$ cat src/hw/rtl/vkd_pkg.sv
// ----------------------------------------------------------------------------
// vkd_pkg: shared types and constants of the vertex key dedup indexer
// Table geometry, queue geometry, register indexes and the words passed
// between the front, the queue and the probe engine.
// ----------------------------------------------------------------------------
`default_nettype none

package vkd_pkg;

    // field widths
    localparam int IDX_BITS     = 16;
    localparam int VTX_BITS     = 10;
    localparam int CNT_BITS     = 11;
    localparam int MAX_VERTICES = 1024;

    // hash table: twice the vertex limit so a probe run always ends on a free slot
    localparam int TBL_BITS   = 11;
    localparam int EPOCH_BITS = 8;

    // queue between front and back
    localparam int Q_DEPTH    = 2;
    localparam int Q_PTR_BITS = 1;
    localparam int Q_CNT_BITS = 2;

    // configuration register indexes
    localparam int CFG_IDX_BITS = 2;
    localparam logic [CFG_IDX_BITS-1:0] CFG_HAS_POSITION = 2'd0;
    localparam logic [CFG_IDX_BITS-1:0] CFG_HAS_NORMAL   = 2'd1;
    localparam logic [CFG_IDX_BITS-1:0] CFG_HAS_TEXCOORD = 2'd2;

    typedef struct packed {
        logic has_position;
        logic has_normal;
        logic has_texcoord;
    } t_cfg;

    // one corner as queued for the probe engine
    typedef struct packed {
        logic                mesh_start;
        logic [IDX_BITS-1:0] position_index;
        logic [IDX_BITS-1:0] normal_index;
        logic [IDX_BITS-1:0] texcoord_index;
        logic [TBL_BITS-1:0] hash;
    } t_item;

    typedef struct packed {
        logic [VTX_BITS-1:0] vertex_index;
        logic                is_new;
        logic                fetch_position;
        logic                fetch_normal;
        logic                fetch_texcoord;
        logic [IDX_BITS-1:0] src_position;
        logic [IDX_BITS-1:0] src_normal;
        logic [IDX_BITS-1:0] src_texcoord;
        logic                table_full;
    } t_result;

endpackage

`default_nettype wire

$ cat src/hw/rtl/vkd_front.sv
// ----------------------------------------------------------------------------
// vkd_front: input side of the dedup indexer
// Takes corners from the input channel, hashes the triple to a table slot
// and pushes the word into the queue.
// ----------------------------------------------------------------------------
`default_nettype none

module vkd_front (
    input  wire logic                          i_valid,
    output logic                               o_ready,
    input  wire logic                          i_mesh_start,
    input  wire logic [vkd_pkg::IDX_BITS-1:0]  i_position_index,
    input  wire logic [vkd_pkg::IDX_BITS-1:0]  i_normal_index,
    input  wire logic [vkd_pkg::IDX_BITS-1:0]  i_texcoord_index,
    input  wire logic                          i_q_full,
    input  wire logic                          i_sweep,
    output logic                               o_push,
    output vkd_pkg::t_item                     o_item
);

    logic [vkd_pkg::IDX_BITS-1:0] mix;

    // mix the three indexes: byte swap and nibble rotate spread runs of indexes
    always_comb begin
        mix = i_position_index
            ^ {i_normal_index[7:0], i_normal_index[15:8]}
            ^ {i_texcoord_index[3:0], i_texcoord_index[15:4]};
    end

    // fold 16 bits down to a table slot
    always_comb begin
        o_item.mesh_start     = i_mesh_start;
        o_item.position_index = i_position_index;
        o_item.normal_index   = i_normal_index;
        o_item.texcoord_index = i_texcoord_index;
        o_item.hash           = mix[vkd_pkg::TBL_BITS-1:0]
                              ^ {mix[vkd_pkg::IDX_BITS-1:vkd_pkg::TBL_BITS],
                                 (2*vkd_pkg::TBL_BITS-vkd_pkg::IDX_BITS)'(0)};
    end

    // no words taken while the table is being swept
    assign o_ready = !i_q_full && !i_sweep;
    assign o_push  = i_valid && o_ready;

endmodule

`default_nettype wire

$ cat config.mk
export PLATFORM = sky130hd
export DESIGN_NAME = vkd_front
export DESIGN_NICKNAME = d
export VERILOG_FILES = /design/src/hw/rtl/vkd_pkg.sv /design/src/hw/rtl/vkd_front.sv
export SDC_FILE = /design/constraint.sdc
export NUM_CORES = 1
export LEC_CHECK = 0
export ABC_CLOCK_PERIOD_IN_PS = 800
export BUFFER_PORTS_ARGS = -buffer_cell sky130_fd_sc_hd__clkbuf_2
export CORE_MARGIN = 4
export CORE_UTILIZATION = 28
export DETAILED_ROUTE_END_ITERATION = 10
export PLACE_DENSITY = 0.86
export SYNTH_ARGS = -nofsm -noshare
export SYNTH_HDL_FRONTEND = slang
export SYNTH_SLANG_ARGS = --single-unit
$ cat constraint.sdc
create_clock -name vclk -period 0.8
set_input_delay 0.08 -clock vclk [all_inputs]
set_output_delay 0.08 -clock vclk [all_outputs]
set_load 0.01 [all_outputs]
==> metrics.json, run 1 <==
{
  "status": {
    "run_status": "complete, but fails checks",
    "failed_checks": "negative setup slack"
  },
  "job": {
    "cap_viol_max_count": 0
  },
  "power_and_ir_drop": {
    "clock_power_share": 0,
    "peakVddDrop_v": 0.000439,
    "leakagePower_uw": 0.000694,
    "switching_share_of_total_power": 0.429,
    "net-switching-power_uw": 402,
    "sequentialPowerShare": 0,
    "combPwrFrac": 1.000,
    "p_int_uw": 534,
    "pwr_density_cell_mw_per_mm2": 840
  },
  "layout": {
    "num-fill-cells": 281,
    "nFlopsAndLatches": 0,
    "multi_input_comb_area_um2": 445,
    "num-clock-buffers": 0,
    "final_core_utilization": 0.438,
    "final-seq-area_um2": 0,
    "ant_diodes": 0,
    "layout_cells_sized_above_1": 0.840,
    "area_growth_pct": 45.8,
    "final_net_count": 204,
    "fin_cells": 180
  },
  "synthesis": {
    "synth_largest_area_cell": "sky130_fd_sc_hd__buf_4",
    "yosys.cell_types.count": 6,
    "synth.avg_cell_area_um2": 9.21,
    "postSynthNetCount": 135,
    "syn_inst": 83,
    "yosys.area.top_type_share": 0.481,
    "yosysWarnings": 0,
    "syn_area_um2": 764,
    "synthTopCellsByArea": "sky130_fd_sc_hd__buf_4, sky130_fd_sc_hd__xnor2_1, sky130_fd_sc_hd__xnor3_1",
    "synth_most_common_cell": "sky130_fd_sc_hd__buf_4",
    "synth-seq-area-share": 0,
    "cell_types_with_the_highest_counts_after_synthesis": "sky130_fd_sc_hd__buf_4, sky130_fd_sc_hd__xnor2_1, sky130_fd_sc_hd__xnor2_2, sky130_fd_sc_hd__xnor3_1"
  },
  "timing": {
    "slew-limit-headroom": 0.880,
    "final.setup.worst_slack_ps": -144,
    "timing.final.crit_share": 1.18,
    "timing.fmax_ghz": 1.06,
    "report.final.slew_viol_count": 0,
    "rsz0062_at_grt": "yes",
    "final-hold-violation-count": 0,
    "worst_slew_pin_slew_ps": 179,
    "holdWs_ps": 160,
    "finalSetupViolCount": 5,
    "minimum_period_implied_by_the_final_worst_setup_slack_ps": 944
  },
  "setup_path": {
    "worst_setup_path_end_kind": "output port",
    "timing.critical_path.required_ps": 720,
    "crit_path_start_kind": "input pin",
    "cp_data_arrival_time_ps": 860,
    "timing.setup.critical_path_class": "in -> out",
    "critical_path.max_fanout": 2
  },
  "die": {
    "die-area_mm2": 0.00363,
    "die-height_um": 60.3,
    "ioPinCount": 114,
    "initial_standard_cell_utilization_of_the_core": 0.300,
    "die_width_um": 60.3,
    "number_of_placement_rows": 18,
    "floorplan.core_area_mm2": 0.00254
  },
  "place": {
    "portBuffers": 112,
    "dpl.cell_count": 179,
    "routabilityCongestion": 0.699,
    "post-dp-hpwl_um": 1740
  },
  "grt": {
    "grt_usage": 0.0783,
    "antenna_found_initial": 0,
    "grt_overflow": 0,
    "wire_length_of_the_first_global_routing_pass_um": 2350,
    "maximum_number_of_pins_on_one_net_before_global_route_repair": 3,
    "grt_pass1_vias": 617
  },
  "routing": {
    "vias": 706,
    "vias_per_cell": 3.92,
    "routed_wirelength_um": 1790,
    "drt_iter0_markers": 5,
    "post-route-drc-count": 0,
    "first_pass_iters": 2,
    "antenna_violating_nets_post_route": 0,
    "wl_per_cell_um": 9.94
  },
  "worst_hold_path": {
    "holdCritStartpoint": "i_mesh_start",
    "timing.hold.worst_path_depth": 0,
    "hold_path.class": "in -> out",
    "hold_path_end": "o_item[59]"
  },
  "cts": {
    "hold_buffers": 0
  }
}
==> layout by cell type, fill, tap and decap left out <==
| cell type | Yosys | routed |
|---|---|---|
| sky130_fd_sc_hd__clkbuf_8 | 0 | 1 |
| sky130_fd_sc_hd__buf_4 | 49 | 4 |
| sky130_fd_sc_hd__xnor2_2 | 5 | 9 |
| sky130_fd_sc_hd__buf_2 | 0 | 3 |
| sky130_fd_sc_hd__buf_6 | 0 | 2 |
| sky130_fd_sc_hd__buf_8 | 0 | 2 |
| sky130_fd_sc_hd__xnor2_4 | 0 | 1 |
| sky130_fd_sc_hd__clkbuf_2 | 0 | 104 |
| sky130_fd_sc_hd__xnor3_1 | 5 | 5 |
| sky130_fd_sc_hd__nor2_1 | 1 | 1 |
| sky130_fd_sc_hd__and2_1 | 1 | 1 |
| sky130_fd_sc_hd__xnor2_1 | 22 | 17 |
==> through the flow <==
| step | setup TNS, ps | setup WS [ps] | instance area (um^2) | total power (uW) |
|---|---|---|---|---|
| 2_1_floorplan | 0 | 68.6 | 764 | 627 |
| 3_3_place_gp | -730 | -172 | 1020 | 881 |
| 3_5_place_dp | -797 | -182 | 1020 | 895 |
| 4_1_cts | -770 | -165 | 1050 | 915 |
| 5_1_grt | -852 | -185 | 1110 | 1010 |
| 6_report | -672 | -144 | 1110 | 936 |
==> routing by layer <==
layer | track usage | share of wire
met4 | 0 | 0
met1 | 0.0702 | 0.22
met5 | 0 | 0
met2 | 0.185 | 0.63
met3 | 0.00648 | 0.15
==> area by class of cell <==
| cell class | instances | area share |
|---|---|---|
| multi-input combinational | 34 | 0.400 |
| tap | 30 | 0.0337 |
| timing repair buffer | 116 | 0.567 |
==> kinds of logic after synthesis <==
| family | after synthesis | synth area share |
|---|---|---|
| XOR/XNOR | 32 | 0.506 |
| AND/OR/NAND/NOR | 2 | 0.0131 |
| buffers and inverters | 49 | 0.481 |
==> worst max-delay path by stage <==
stage / start / end / slack (ps) / depth (start not counted)
finish: i_texcoord_index[12] / o_item[8] / -140 / 4
CTS: i_texcoord_index[13] / o_item[9] / -170 / 4
global placement: i_normal_index[15] / o_item[7] / -170 / 4
floorplan: i_normal_index[2] / o_item[10] / 70 / 2
global route: i_texcoord_index[14] / o_item[10] / -180 / 4
detailed placement: i_normal_index[15] / o_item[7] / -180 / 4
==> what timing repair did <==
action / CTS / global route
pin swaps: 5 / 7
endpoints found under the setup margin: 5 / 5
buffers inserted: 1 / 0
gates resized for setup: 3 / 20
==> power groups by stage <==
| stage | registers (uW) | clock network (uW) | logic (uW) |
|---|---|---|---|
| global placement | 0 | 0 | 881 |
| floorplan | 0 | 0 | 627 |
| detailed placement | 0 | 0 | 895 |
| finish | 0 | 0 | 936 |
| CTS | 0 | 0 | 915 |
| global route | 0 | 0 | 1010 |
==> critical path, cell delays in order <==
cell                       delay, ps
sky130_fd_sc_hd__clkbuf_2        110
sky130_fd_sc_hd__xnor2_2         140
sky130_fd_sc_hd__xnor3_1         400
sky130_fd_sc_hd__clkbuf_2        140
No activity file was read; power rests on OpenSTA's default activity.
==> run 2: changes to the inputs <==
- ABC_AREA: default -> 1
- CORE_UTILIZATION: 28 -> 32
- PLACE_DENSITY: 0.86 -> 0.87
==> metrics.json, run 2 <==
{
  "layout": {
    "nFlopsAndLatches": 0,
    "ant_diodes": 0,
    "final_area_mm2": 0.00139,
    "most_common_library_cell_in_the_layout_ignoring_fill_and_taps": "sky130_fd_sc_hd__clkbuf_2",
    "mostFrequentLayoutCells": "sky130_fd_sc_hd__clkbuf_2, sky130_fd_sc_hd__nand2_1, sky130_fd_sc_hd__nand2_2",
    "area_growth_pct": 42.5,
    "num-clock-buffers": 0,
    "multi_input_comb_area_um2": 546,
    "layout_cells_sized_above_1": 0.615,
    "final-seq-area_um2": 0,
    "num-fill-cells": 289,
    "final_net_count": 306
  },
  "synthesis": {
    "cell_types_with_the_highest_counts_after_synthesis": "sky130_fd_sc_hd__nand2_1, sky130_fd_sc_hd__buf_4, sky130_fd_sc_hd__inv_1",
    "synth.avg_cell_area_um2": 5.17,
    "yosys.cell_types.count": 7,
    "synthTopCellsByArea": "sky130_fd_sc_hd__buf_4, sky130_fd_sc_hd__nand2_1, sky130_fd_sc_hd__inv_1",
    "synth_largest_area_cell": "sky130_fd_sc_hd__buf_4",
    "postSynthNetCount": 240,
    "syn_inst": 188,
    "yosysWarnings": 0,
    "synth-seq-area-share": 0,
    "syn_area_um2": 972,
    "synth_most_common_cell": "sky130_fd_sc_hd__nand2_1",
    "yosys.area.top_type_share": 0.378
  },
  "setup_path": {
    "crit_path_max_incr_delay_ps": 130,
    "critical_path.max_fanout": 3,
    "timing.setup.critical_path_class": "in -> out",
    "worstSetupStartpoint": "i_position_index[6]",
    "critical_path_cell_by_cell": "buf_8 -> inv_2 -> nand2_2 -> nand2_1 -> nand2_1 -> nand2_1 -> inv_1 -> nand2_1 -> nand2_1 -> buf_2",
    "slowest_stage": "sky130_fd_sc_hd__buf_2",
    "crit_path_start_kind": "input pin",
    "timing.critical_path.required_ps": 720,
    "critPathCapture": "o_item[6]",
    "critPathMostFrequentCell": "sky130_fd_sc_hd__nand2_1",
    "worst_setup_path_end_kind": "output port",
    "cp_data_arrival_time_ps": 710
  },
  "timing": {
    "rsz0062_at_grt": "yes",
    "final-hold-violation-count": 0,
    "slew-limit-headroom": 0.892,
    "minimum_period_implied_by_the_final_worst_setup_slack_ps": 790,
    "timing.fmax_ghz": 1.27,
    "report.final.slew_viol_count": 0,
    "timing.final.crit_share": 0.987,
    "finalSetupViolCount": 0,
    "worst_slew_pin_slew_ps": 161,
    "final.setup.worst_slack_ps": 10.2
  },
  "grt": {
    "wire_length_of_the_first_global_routing_pass_um": 3570,
    "grt_overflow": 0,
    "maximum_number_of_pins_on_one_net_before_global_route_repair": 5,
    "grt_pass1_vias": 953,
    "grt_usage": 0.101,
    "antenna_found_initial": 0
  },
  "power_and_ir_drop": {
    "leakagePower_uw": 0.000968,
    "peakVddDrop_v": 0.000331,
    "pwr_density_cell_mw_per_mm2": 658
  },
  "routing": {
    "first_pass_iters": 4,
    "routed_wirelength_um": 2490,
    "wl_per_cell_um": 8.81,
    "post-route-drc-count": 0,
    "vias": 1191,
    "drt_iter0_markers": 17,
    "antenna_violating_nets_post_route": 0,
    "vias_per_cell": 4.21
  },
  "place": {
    "routabilityCongestion": 0.685,
    "post-dp-hpwl_um": 2130,
    "portBuffers": 112,
    "placement.setup.worst_slack_ps": -16.7,
    "placed_area_mm2": 0.00120
  },
  "status": {
    "run_status": "finished clean"
  },
  "die": {
    "number_of_placement_rows": 19,
    "die-area_mm2": 0.00398,
    "ioPinCount": 114,
    "die-height_um": 63.1,
    "die_width_um": 63.1,
    "floorplan.core_area_mm2": 0.00283,
    "initial_standard_cell_utilization_of_the_core": 0.344
  },
  "worst_hold_path": {
    "hold_path.class": "in -> out"
  },
  "cts": {
    "hold_buffers": 0
  },
  "job": {
    "cap_viol_max_count": 0
  }
}
run 2: changes by cell type in the layout (fill, tap and decap cells not counted), moves of 8 or more:
cell and delta:
sky130_fd_sc_hd__clkbuf_2 -12, sky130_fd_sc_hd__inv_1 +20, sky130_fd_sc_hd__inv_2 +14, sky130_fd_sc_hd__nand2_1 +49, sky130_fd_sc_hd__nand2_2 +26, sky130_fd_sc_hd__nand3_1 +15, sky130_fd_sc_hd__xnor2_2 -8
run 2: metrics by stage:
stage                     hold slack, ps   util  power [uW]  instances  TNS [ps]
after floorplan                      203      -         575        188         0
after CTS                            160  0.430         817        283     -1.93
after global placement               160  0.425         793        282         0
final                                160  0.490         911        283         0
after detailed placement             160  0.425         809        282     -16.7
after global routing                 160  0.490        1020        283      -310
run 2: logic make-up after synthesis:
| kind of cell | count (synthesis) | share of synthesized area |
|---|---|---|
| AND/OR/NAND/NOR | 92 | 0.378 |
| XOR/XNOR | 12 | 0.108 |
| buffers and inverters | 84 | 0.514 |
run 2: worst min-delay path by stage:
stage                     cells past startpoint          to    startpoint
after floorplan                               1     o_ready      i_q_full
after global placement                        0  o_item[59]  i_mesh_start
after detailed placement                      0  o_item[59]  i_mesh_start
after CTS                                     0  o_item[59]  i_mesh_start
after global routing                          0  o_item[59]  i_mesh_start
final                                         0  o_item[59]  i_mesh_start
run 2: area by class of cell:
| class | count | area share |
|---|---|---|
| Timing Repair Buffer | 113 | 0.480 |
| Multi-Input combinational cell | 104 | 0.394 |
| Inverter | 35 | 0.0985 |
| Tap cell | 31 | 0.0280 |
run 2: worst max-delay path: cells and delay by family:
kind / cells / cell delay, ps
buffers and inverters: 4 / 310
AND/OR/NAND/NOR: 6 / 320
run 2: report_power, final:
| group | total (uW) | internal, uW | switching (uW) |
|---|---|---|---|
| logic | 911 | 436 | 475 |
| clock network | 0 | 0 | 0 |
| registers | 0 | 0 | 0 |
run 2: layer usage:
layer | global-route usage | wire length [um]
met1 | 0.109 | 845
met5 | 0 | 0
met2 | 0.212 | 1320
met3 | 0.0142 | 322
met4 | 0 | 0
run 2: repair_timing:
item | 4_1_cts | 5_1_grt
pin swaps | 2 | 21
setup buffers | 1 | 0
endpoints found under the setup margin | 1 | 6
resized for setup | 2 | 92
cloned | 0 | 0
