File: config.mk
export PLATFORM = sky130hd
export DESIGN_NAME = vkd_queue
export DESIGN_NICKNAME = d
export VERILOG_FILES = /design/src/hw/rtl/vkd_pkg.sv /design/src/hw/rtl/vkd_queue.sv
export SDC_FILE = /design/constraint.sdc
export NUM_CORES = 1
export LEC_CHECK = 0
export ABC_CLOCK_PERIOD_IN_PS = 12900
export BUFFER_PORTS_ARGS = -buffer_cell sky130_fd_sc_hd__buf_2
export CORE_MARGIN = 2
export CORE_UTILIZATION = 35
export CTS_BUF_LIST = sky130_fd_sc_hd__clkbuf_4 sky130_fd_sc_hd__clkbuf_8
export CTS_CLUSTER_DIAMETER = 100
export DETAILED_ROUTE_END_ITERATION = 16
export GPL_TIMING_DRIVEN = 0
export PLACE_DENSITY = 0.55
export SLEW_MARGIN = 40
export SYNTH_ARGS = -nofsm -noshare
export SYNTH_HDL_FRONTEND = slang
export SYNTH_SLANG_ARGS = --single-unit
File: constraint.sdc
create_clock -name i_clk -period 12.9 [get_ports i_clk]
set_clock_uncertainty 0.1 [all_clocks]
set_input_delay 3.87 -clock i_clk [delete_from_list [all_inputs] [get_ports i_clk]]
set_output_delay 3.87 -clock i_clk [all_outputs]
set_load 0.005 [all_outputs]
File: src/hw/rtl/vkd_pkg.sv
// ----------------------------------------------------------------------------
// vkd_pkg: shared types and constants of the vertex key dedup indexer
// Table geometry, queue geometry, register indexes and the words passed
// between the front, the queue and the probe engine.
// ----------------------------------------------------------------------------
`default_nettype none

package vkd_pkg;

    // field widths
    localparam int IDX_BITS     = 16;
    localparam int VTX_BITS     = 10;
    localparam int CNT_BITS     = 11;
    localparam int MAX_VERTICES = 1024;

    // hash table: twice the vertex limit so a probe run always ends on a free slot
    localparam int TBL_BITS   = 11;
    localparam int EPOCH_BITS = 8;

    // queue between front and back
    localparam int Q_DEPTH    = 2;
    localparam int Q_PTR_BITS = 1;
    localparam int Q_CNT_BITS = 2;

    // configuration register indexes
    localparam int CFG_IDX_BITS = 2;
    localparam logic [CFG_IDX_BITS-1:0] CFG_HAS_POSITION = 2'd0;
    localparam logic [CFG_IDX_BITS-1:0] CFG_HAS_NORMAL   = 2'd1;
    localparam logic [CFG_IDX_BITS-1:0] CFG_HAS_TEXCOORD = 2'd2;

    typedef struct packed {
        logic has_position;
        logic has_normal;
        logic has_texcoord;
    } t_cfg;

    // one corner as queued for the probe engine
    typedef struct packed {
        logic                mesh_start;
        logic [IDX_BITS-1:0] position_index;
        logic [IDX_BITS-1:0] normal_index;
        logic [IDX_BITS-1:0] texcoord_index;
        logic [TBL_BITS-1:0] hash;
    } t_item;

    typedef struct packed {
        logic [VTX_BITS-1:0] vertex_index;
        logic                is_new;
        logic                fetch_position;
        logic                fetch_normal;
        logic                fetch_texcoord;
        logic [IDX_BITS-1:0] src_position;
        logic [IDX_BITS-1:0] src_normal;
        logic [IDX_BITS-1:0] src_texcoord;
        logic                table_full;
    } t_result;

endpackage

`default_nettype wire

File: src/hw/rtl/vkd_queue.sv
// ----------------------------------------------------------------------------
// vkd_queue: short FIFO between the front and the probe engine
// Two entries of registers, so each side can stall on its own.
// ----------------------------------------------------------------------------
`default_nettype none

module vkd_queue (
    input  wire logic           i_clk,
    input  wire logic           i_rst_n,
    input  wire logic           i_push,
    input  wire vkd_pkg::t_item i_item,
    input  wire logic           i_pop,
    output vkd_pkg::t_item      o_item,
    output logic                o_full,
    output logic                o_nempty
);

    vkd_pkg::t_item                  r_mem [vkd_pkg::Q_DEPTH];
    logic [vkd_pkg::Q_PTR_BITS-1:0]  r_wp;
    logic [vkd_pkg::Q_PTR_BITS-1:0]  r_rp;
    logic [vkd_pkg::Q_CNT_BITS-1:0]  r_cnt;

    // storage
    always_ff @(posedge i_clk) begin
        if (i_push) begin
            r_mem[r_wp] <= i_item;
        end
    end

    // pointers and fill level
    always_ff @(posedge i_clk) begin
        if (!i_rst_n) begin
            r_wp  <= '0;
            r_rp  <= '0;
            r_cnt <= '0;
        end else begin
            if (i_push) begin
                r_wp <= r_wp + vkd_pkg::Q_PTR_BITS'(1);
            end
            if (i_pop) begin
                r_rp <= r_rp + vkd_pkg::Q_PTR_BITS'(1);
            end
            if (i_push && !i_pop) begin
                r_cnt <= r_cnt + vkd_pkg::Q_CNT_BITS'(1);
            end else if (!i_push && i_pop) begin
                r_cnt <= r_cnt - vkd_pkg::Q_CNT_BITS'(1);
            end
        end
    end

    assign o_item   = r_mem[r_rp];
    assign o_full   = (r_cnt == vkd_pkg::Q_CNT_BITS'(vkd_pkg::Q_DEPTH));
    assign o_nempty = (r_cnt != '0);

endmodule

`default_nettype wire

==> results of run 1 <==
-- area by class of cell --
type,instances,area [um^2],share of cell area
Buffer,7,50.0,0.00846
Clock buffer,24,299,0.0505
Clock inverter,8,114,0.0192
Inverter,1,3.75,0.000634
Multi-Input combinational cell,76,803,0.136
Sequential cell,125,3700,0.626
Tap cell,172,215,0.0364
Timing Repair Buffer,129,728,0.123
-- routing by layer --
layer	vias up	wire length (um)	track usage
met5	-	0	0
met4	0	150	0.0587
met3	14	613	0.0620
met2	89	3910	0.190
met1	1159	3540	0.144
li1	1116	-	-
-- cell usage in the layout (no fill, tap or decap), drive strengths merged --
| cell type | netlist | final |
|---|---|---|
| ha | 1 | 1 |
| and2 | 4 | 4 |
| inv | 1 | 1 |
| a21boi | 1 | 1 |
| xnor2 | 1 | 1 |
| clkinv | 0 | 5 |
| and2b | 1 | 1 |
| mux2 | 60 | 60 |
| or2 | 1 | 1 |
| dfxtp | 5 | 5 |
| o21a | 1 | 1 |
| clkbuf | 0 | 24 |
| xor2 | 2 | 2 |
| o21ai | 1 | 1 |
| buf | 7 | 136 |
| nor2b | 2 | 2 |
| or3 | 1 | 1 |
| edfxtp | 120 | 120 |
| bufinv | 0 | 3 |
-- cells by family after synthesis --
group,after synthesis,share of synthesized area
buf+inv,8,0.0118
compound gates,3,0.00440
xor+xnor,3,0.00578
simple gates,9,0.0129
flops,125,0.814
mux,60,0.148
fa+ha+maj,1,0.00275
-- registers in the layout, summed over array words and instances, names as in the netlist, named ones only --
name,count
r_cnt,2
r_mem,120
r_rp,1
r_wp,1
-- metrics by stage --
stage                     cell area [um^2]   util
after floorplan                       4550      -
after global placement                5390  0.425
after detailed placement              5500  0.434
after CTS                             5920  0.467
after global routing                  5920  0.467
final                                 5920  0.467
-- where the power goes --
group	switching (mW)	total [mW]	internal [mW]
registers	0.00492	0.473	0.468
logic	0.0406	0.0898	0.0492
clock network	0.141	0.351	0.210
total	0.187	0.915	0.728
-- path summary, 6_finish.rpt --
| check | slack, ns | cells after the start | end |
|---|---|---|---|
| max reg2reg | 11.07 | 4 | r_mem[0][23] |
| min reg2reg | 0.40 | 2 | r_cnt[1] |
| min | 0.40 | 2 | r_cnt[1] |
| max | 7.29 | 4 | o_item[34] |
-- worst min-delay path, cell delays in order, from the launching register on --
cell      delay, ns
dfxtp_1        0.32
o21ai_0        0.07
a21boi_1       0.06
==> impl_metrics.toml, run 1 <==
[yosys]
synth_edf_count = 120
synth_fp_nets = 274
yosys.area.top_type = "edfxtp_1"
synth_common_cells = "edfxtp_1 (120), mux2_2 (60), buf_4 (6)"
yosysMostFrequentCell = "edfxtp_1"
synth_flop_cell = "edfxtp_1"
netlist_area_um2 = 4550
ys_warn_count = 0
synth.area.top_cells = "edfxtp_1 (79%), mux2_2 (15%), dfxtp_1 (2.2%)"
ys_types = 17
synth_top_area_frac = 0.792
synth_seq_area_share = 0.814
synth-async-reset-ratio = 0
synth-seq-cells = 125
syn_inst = 209
syn_avg_cell_area_um2 = 21.8

[clock_tree]
cts_setup_buffers = 0
path_clk_slew_ns = 0.07
cts.repair.resized = 0
cts_buffers = 17
clockRootBuffer = "clkbuf_8"
clk_latency_ns = 0.43
cts_sinks = 125
postCtsHoldBufs = 0
cts_max_path_buffers = 2
cts_tree = "yes"
htreeDepth = 4

[sta]
worst_pin_slew_ns = 0.630
post-route-period-util = 0.435
fmax_ghz = 0.178
fin_ws_ns = 7.29
fin_hold_ws_ns = 0.396
slew_violations = 0
rsz0062_at_grt = "false"
tns_ns = 0
hold_violations = 0
setup_viol = 0
period_needed_ns = 5.61
slew_headroom = 0.579

[min_path]
hold_path_class = "register to register"
hp-start = "r_cnt[1]"

[critical_path]
cpPeakStageDelay_ns = 0.35
worstPathCellList = "buf_2 -> buf_4 -> mux2_2 -> buf_2"
crit_type = "register to primary output"
slowest_stage = "mux2_2"
start_kind = "register"
end_kind = "primary output"
path_common_cell = "buf_2"
path_delay_family = "buffers and inverters"
arrival_ns = 1.64
r2r-start = "r_wp"
crit_fanout = 10
cp.required_ns = 8.93
crit_buf_inv = 3

[power]
totalPowerFinal_mw = 0.915
vdd_drop_max_v = 0.0000729
p_per_area_nw_per_um2 = 155
p_leak_nw = 2.25

[floorplanning]
initial_core_util = 0.359
fp.dieW_um = 118
ios = 126
die_h_um = 118
rows = 41
dieArea_um2 = 13900
core_area_um2 = 12700

[placed_design]
place_congestion = 0.668
io_buffer_count = 125
hpwlAfterDp_um = 5350
dp_slack_ns = 7.33
placed_cells = 510

[drt]
vias_per_cell = 4.39
wire_per_inst_um = 15.2
drc_errors = 0
drt_wl_total_um = 8220
final_antenna_net_count = 0
first_pass_iters = 4
drt_iter0_drc = 164
vias = 2378

[finish]
area_delta_synth_final_pct = 30.0
antenna_cells = 0
stdcell_count = 542
drive_above_1_share = 0.624
layout.nets = 422
fillCellCount = 1161

[grt]
grt_pass1_vias = 2446
grt_pass1_wl_um = 12600
grt_max_degree = 34
antenna_found_initial = 0
gr-total-overflow = 0
track_usage = 0.124

[outcome]
status = "finished, final reports clean"

[run]
maxCapViolations = 0
(Power assumes the default switching activity.)
==> run 2, diff against run 1 <==
- ABC_CLOCK_PERIOD_IN_PS: 12900 -> 4500
- PLACE_DENSITY: 0.55 -> 0.57
- clock period: 12.9 -> 4.5 ns (I/O delays scaled with it)
==> run 2 against run 1 <==
Compared with the run above: sequential power rose to 2.9 times the previous value; routed wire length down 0.26%; cell count increased by 0.18%; critical path depth is the same; setup slack worse by 5.9 ns; global-route usage increased by 0.41 points; first-iteration DRC count decreased by 21%; total power grew to 3.0 times the previous value; non-clock buffer count rose by 1; sequential share of layout area fell by 0.91 points.
==> impl_metrics.toml, run 2 (same netlist as run 1, synthesis figures left out) <==
[outcome]
status = "finished, final reports clean"

[finish]
fillCellCount = 1165
top_register = "r_mem"
layout.nets = 423
antenna_cells = 0
largest_reg_flops = 120
area_delta_synth_final_pct = 31.9
final_cell_mix = "buf_2 (126), edfxtp_1 (120), mux2_2 (60)"
largestRegisters = "r_mem: 120 flops, r_cnt: 2 flops"
final_area_um2 = 6000
mostFrequentLayoutCell = "buf_2"
drive_above_1_share = 0.628

[floorplanning]
initial_core_util = 0.359
dieArea_um2 = 13900
core_area_um2 = 12700
fp.dieW_um = 118
ios = 126
die_h_um = 118
rows = 41

[sta]
slew_violations = 0
period_needed_ns = 3.07
post-route-period-util = 0.683
fin_ws_ns = 1.43
rsz0062_at_grt = "false"
setup_viol = 0
hold_violations = 0
fmax_ghz = 0.325
worst_pin_slew_ns = 0.527
slew_headroom = 0.648

[critical_path]
cpPeakStageDelay_ns = 0.35
cp.required_ns = 3.05
path_delay_family = "buffers and inverters"
path_common_cell = "buf_2"
arrival_ns = 1.62
crit_type = "register to primary output"
start_kind = "register"
worstPathCellList = "buf_2 -> buf_4 -> mux2_2 -> buf_2"
slowest_stage = "mux2_2"
crit_buf_inv = 3
crit_fanout = 10
end_kind = "primary output"

[clock_tree]
cts_max_path_buffers = 2
clk_latency_ns = 0.42
postCtsHoldBufs = 0
clockRootBuffer = "clkbuf_8"
cts_setup_buffers = 0
cts_tree = "yes"
path_clk_slew_ns = 0.07
cts_sinks = 125
cts_buffers = 17
htreeDepth = 4
cts.repair.resized = 0

[grt]
antenna_found_initial = 0
grt_max_degree = 25
grt_pass1_vias = 2542
grt_pass1_wl_um = 13200
gr-total-overflow = 0
track_usage = 0.128

[placed_design]
dp_slack_ns = 1.77
place_area_um2 = 5520
place_congestion = 0.665
hpwlAfterDp_um = 5460
io_buffer_count = 125

[drt]
first_pass_iters = 4
drt_iter0_drc = 129
drc_errors = 0
vias = 2416
final_antenna_net_count = 0
vias_per_cell = 4.45
drt_wl_total_um = 8200
wire_per_inst_um = 15.1

[power]
totalPowerFinal_mw = 2.77
p_per_area_nw_per_um2 = 461
vdd_drop_max_v = 0.000201
p_leak_nw = 2.28

[min_path]
hold_path_class = "register to register"

[run]
maxCapViolations = 0
[run 2: cell types whose count changed in the layout (fill, tap and decap cells not counted), sizes merged]
cell	previous run	this run
buf	136	137
bufinv	3	5
clkbuf	24	22
clkinv	5	2
clkinvlp	0	3
[run 2: area by class of cell]
cell class	count	area, um^2	share of cell area
Sequential cell	125	3700	0.617
Multi-Input combinational cell	76	803	0.134
Timing Repair Buffer	130	743	0.124
Clock buffer	22	303	0.0504
Tap cell	172	215	0.0358
Clock inverter	10	183	0.0304
Buffer	7	50.0	0.00834
Inverter	1	3.75	0.000625
[run 2: worst register-to-register path: stages, from the launching register on]
cell and delay [ns]:
dfxtp_1 0.39, and2_4 0.38, buf_16 0.22, buf_12 0.20
[run 2: final timing paths]
kind            start           end  slack [ns]  cells after the start
max          register    o_item[18]        1.43                      4
min          r_cnt[1]      r_cnt[1]        0.41                      2
max reg2reg      r_wp  r_mem[1][37]        2.89                      3
min reg2reg  r_cnt[1]      r_cnt[1]        0.41                      2
[run 2: stage by stage]
| step | utilization | hold slack, ns | setup TNS [ns] | std cells |
|---|---|---|---|---|
| floorplan | - | 0.361 | 0 | 209 |
| finish | 0.474 | 0.412 | 0 | 543 |
| CTS | 0.474 | 0.419 | 0 | 543 |
| detailed placement | 0.436 | 0.408 | 0 | 511 |
| global route | 0.474 | 0.485 | 0 | 543 |
| global placement | 0.426 | 0.375 | -6.98 | 506 |
[run 2: per-layer routing]
metal | wire length (um) | global-route usage | vias up
met5 | 0 | 0 | -
met4 | 106 | 0.0565 | 0
met3 | 637 | 0.0640 | 9
met2 | 3880 | 0.194 | 89
met1 | 3570 | 0.152 | 1190
li1 | - | - | 1128
[run 2: power breakdown]
group | internal, mW | switching [mW]
clock | 0.732 | 0.422
combinational | 0.142 | 0.116
sequential | 1.34 | 0.0143
total | 2.22 | 0.552
==> run 3, diff against run 2 <==
- ABC_CLOCK_PERIOD_IN_PS: 4500 -> 2670
- clock period: 4.5 -> 2.67 ns (I/O delays scaled with it)
==> run 3 against run 2 <==
Compared with the run above: first-iteration DRC count up 22%; register-to-register slack worse by 1.8 ns; routed wire length is 0.76% lower; sequential power rose by 68%; combinational power rose by 68%; critical path depth stayed put; clock power rose by 57%; largest cell class unchanged; highest routed layer unchanged.
==> impl_metrics.toml, run 3 (same netlist as run 1, synthesis figures left out) <==
[sta]
setup_viol = 0
period_needed_ns = 2.55
hold_violations = 0
fin_ws_ns = 0.119
slew_headroom = 0.788
post-route-period-util = 0.955
tns_ns = 0
worst_pin_slew_ns = 0.317
slew_violations = 0
fmax_ghz = 0.392
rsz0062_at_grt = "false"

[finish]
fillCellCount = 1142
final_cell_mix = "buf_2 (126), edfxtp_1 (120), mux2_2 (60)"
antenna_cells = 0
final_core_util = 0.470
largest_reg_flops = 120
largestRegisters = "r_mem: 120 flops, r_cnt: 2 flops"
area_delta_synth_final_pct = 30.8
mostFrequentLayoutCell = "buf_2"
drive_above_1_share = 0.621
top_register = "r_mem"
layout.nets = 424

[run]
maxCapViolations = 0

[grt]
antenna_found_initial = 0
grt_pass1_wl_um = 12600
grt_max_degree = 25
track_usage = 0.122
gr-total-overflow = 0
grt_pass1_vias = 2520

[clock_tree]
clockRootBuffer = "clkbuf_8"
postCtsHoldBufs = 0
cts_setup_buffers = 0
cts_buffers = 17
path_clk_slew_ns = 0.07
clk_latency_ns = 0.43
cts_tree = "yes"
cts.repair.resized = 0
cts_max_path_buffers = 2
cts_sinks = 125
htreeDepth = 4

[drt]
vias_per_cell = 4.38
drt_iter0_drc = 157
drc_errors = 0
vias = 2381
drt_wl_total_um = 8130
first_pass_iters = 4
final_antenna_net_count = 0
wire_per_inst_um = 15.0

[critical_path]
end_kind = "primary output"
crit_type = "register to primary output"
arrival_ns = 1.65
start_kind = "register"
cp.required_ns = 1.77
crit_fanout = 10

[floorplanning]
fp.dieW_um = 118
die_h_um = 118
initial_core_util = 0.359
rows = 41
core_area_um2 = 12700
dieArea_um2 = 13900
ios = 126

[outcome]
status = "finished, final reports clean"

[placed_design]
dp_slack_ns = 0.537
io_buffer_count = 125
place_congestion = 0.655
hpwlAfterDp_um = 5370

[power]
vdd_drop_max_v = 0.000370
p_leak_nw = 2.25
p_per_area_nw_per_um2 = 761

[min_path]
hold_path_class = "register to register"
[run 3: final cells by class]
cell class	count	area (um^2)	area share
clock buffer	18	241	0.0406
multi-input combinational	76	803	0.135
buffer	7	50.0	0.00841
tap	172	215	0.0361
inverter	1	3.75	0.000630
sequential	125	3700	0.622
timing repair buffer	131	738	0.124
clock inverter	14	199	0.0334
[run 3: worst paths after layout]
kind            start           to  slack (ns)  cells past startpoint
max reg2reg      r_wp  r_mem[1][3]        1.11                      3
min reg2reg  r_cnt[1]     r_cnt[1]        0.41                      2
min          r_cnt[1]     r_cnt[1]        0.41                      2
max          register   o_item[50]        0.12                      4
[run 3: power breakdown]
group	switching, mW	total (mW)	internal (mW)
clock	0.707	1.81	1.10
combinational	0.196	0.434	0.237
sequential	0.0233	2.29	2.26
[run 3: through the flow]
stage | cells | power, mW | instance area, um^2 | hold slack (ns)
floorplan | 209 | 2.55 | 4560 | 0.361
global placement | 506 | 2.74 | 5400 | 0.373
detailed placement | 512 | 2.77 | 5510 | 0.404
CTS | 544 | 4.61 | 5950 | 0.404
global route | 544 | 4.72 | 5950 | 0.413
finish | 544 | 4.53 | 5950 | 0.406
[run 3: critical path: stages, from the launching register on]
cell,delay (ns)
dfxtp_1,0.30
buf_2,0.18
buf_4,0.24
mux2_2,0.35
buf_2,0.15
[run 3: per-layer routing]
layer / routed length (um) / global-route usage / vias up / share of wire
li1: - / - / 1121 / -
met1: 3380 / 0.136 / 1161 / 0.42
met2: 4040 / 0.198 / 81 / 0.50
met3: 542 / 0.0538 / 18 / 0.067
met4: 172 / 0.0655 / 0 / 0.021
met5: 0 / 0 / - / 0
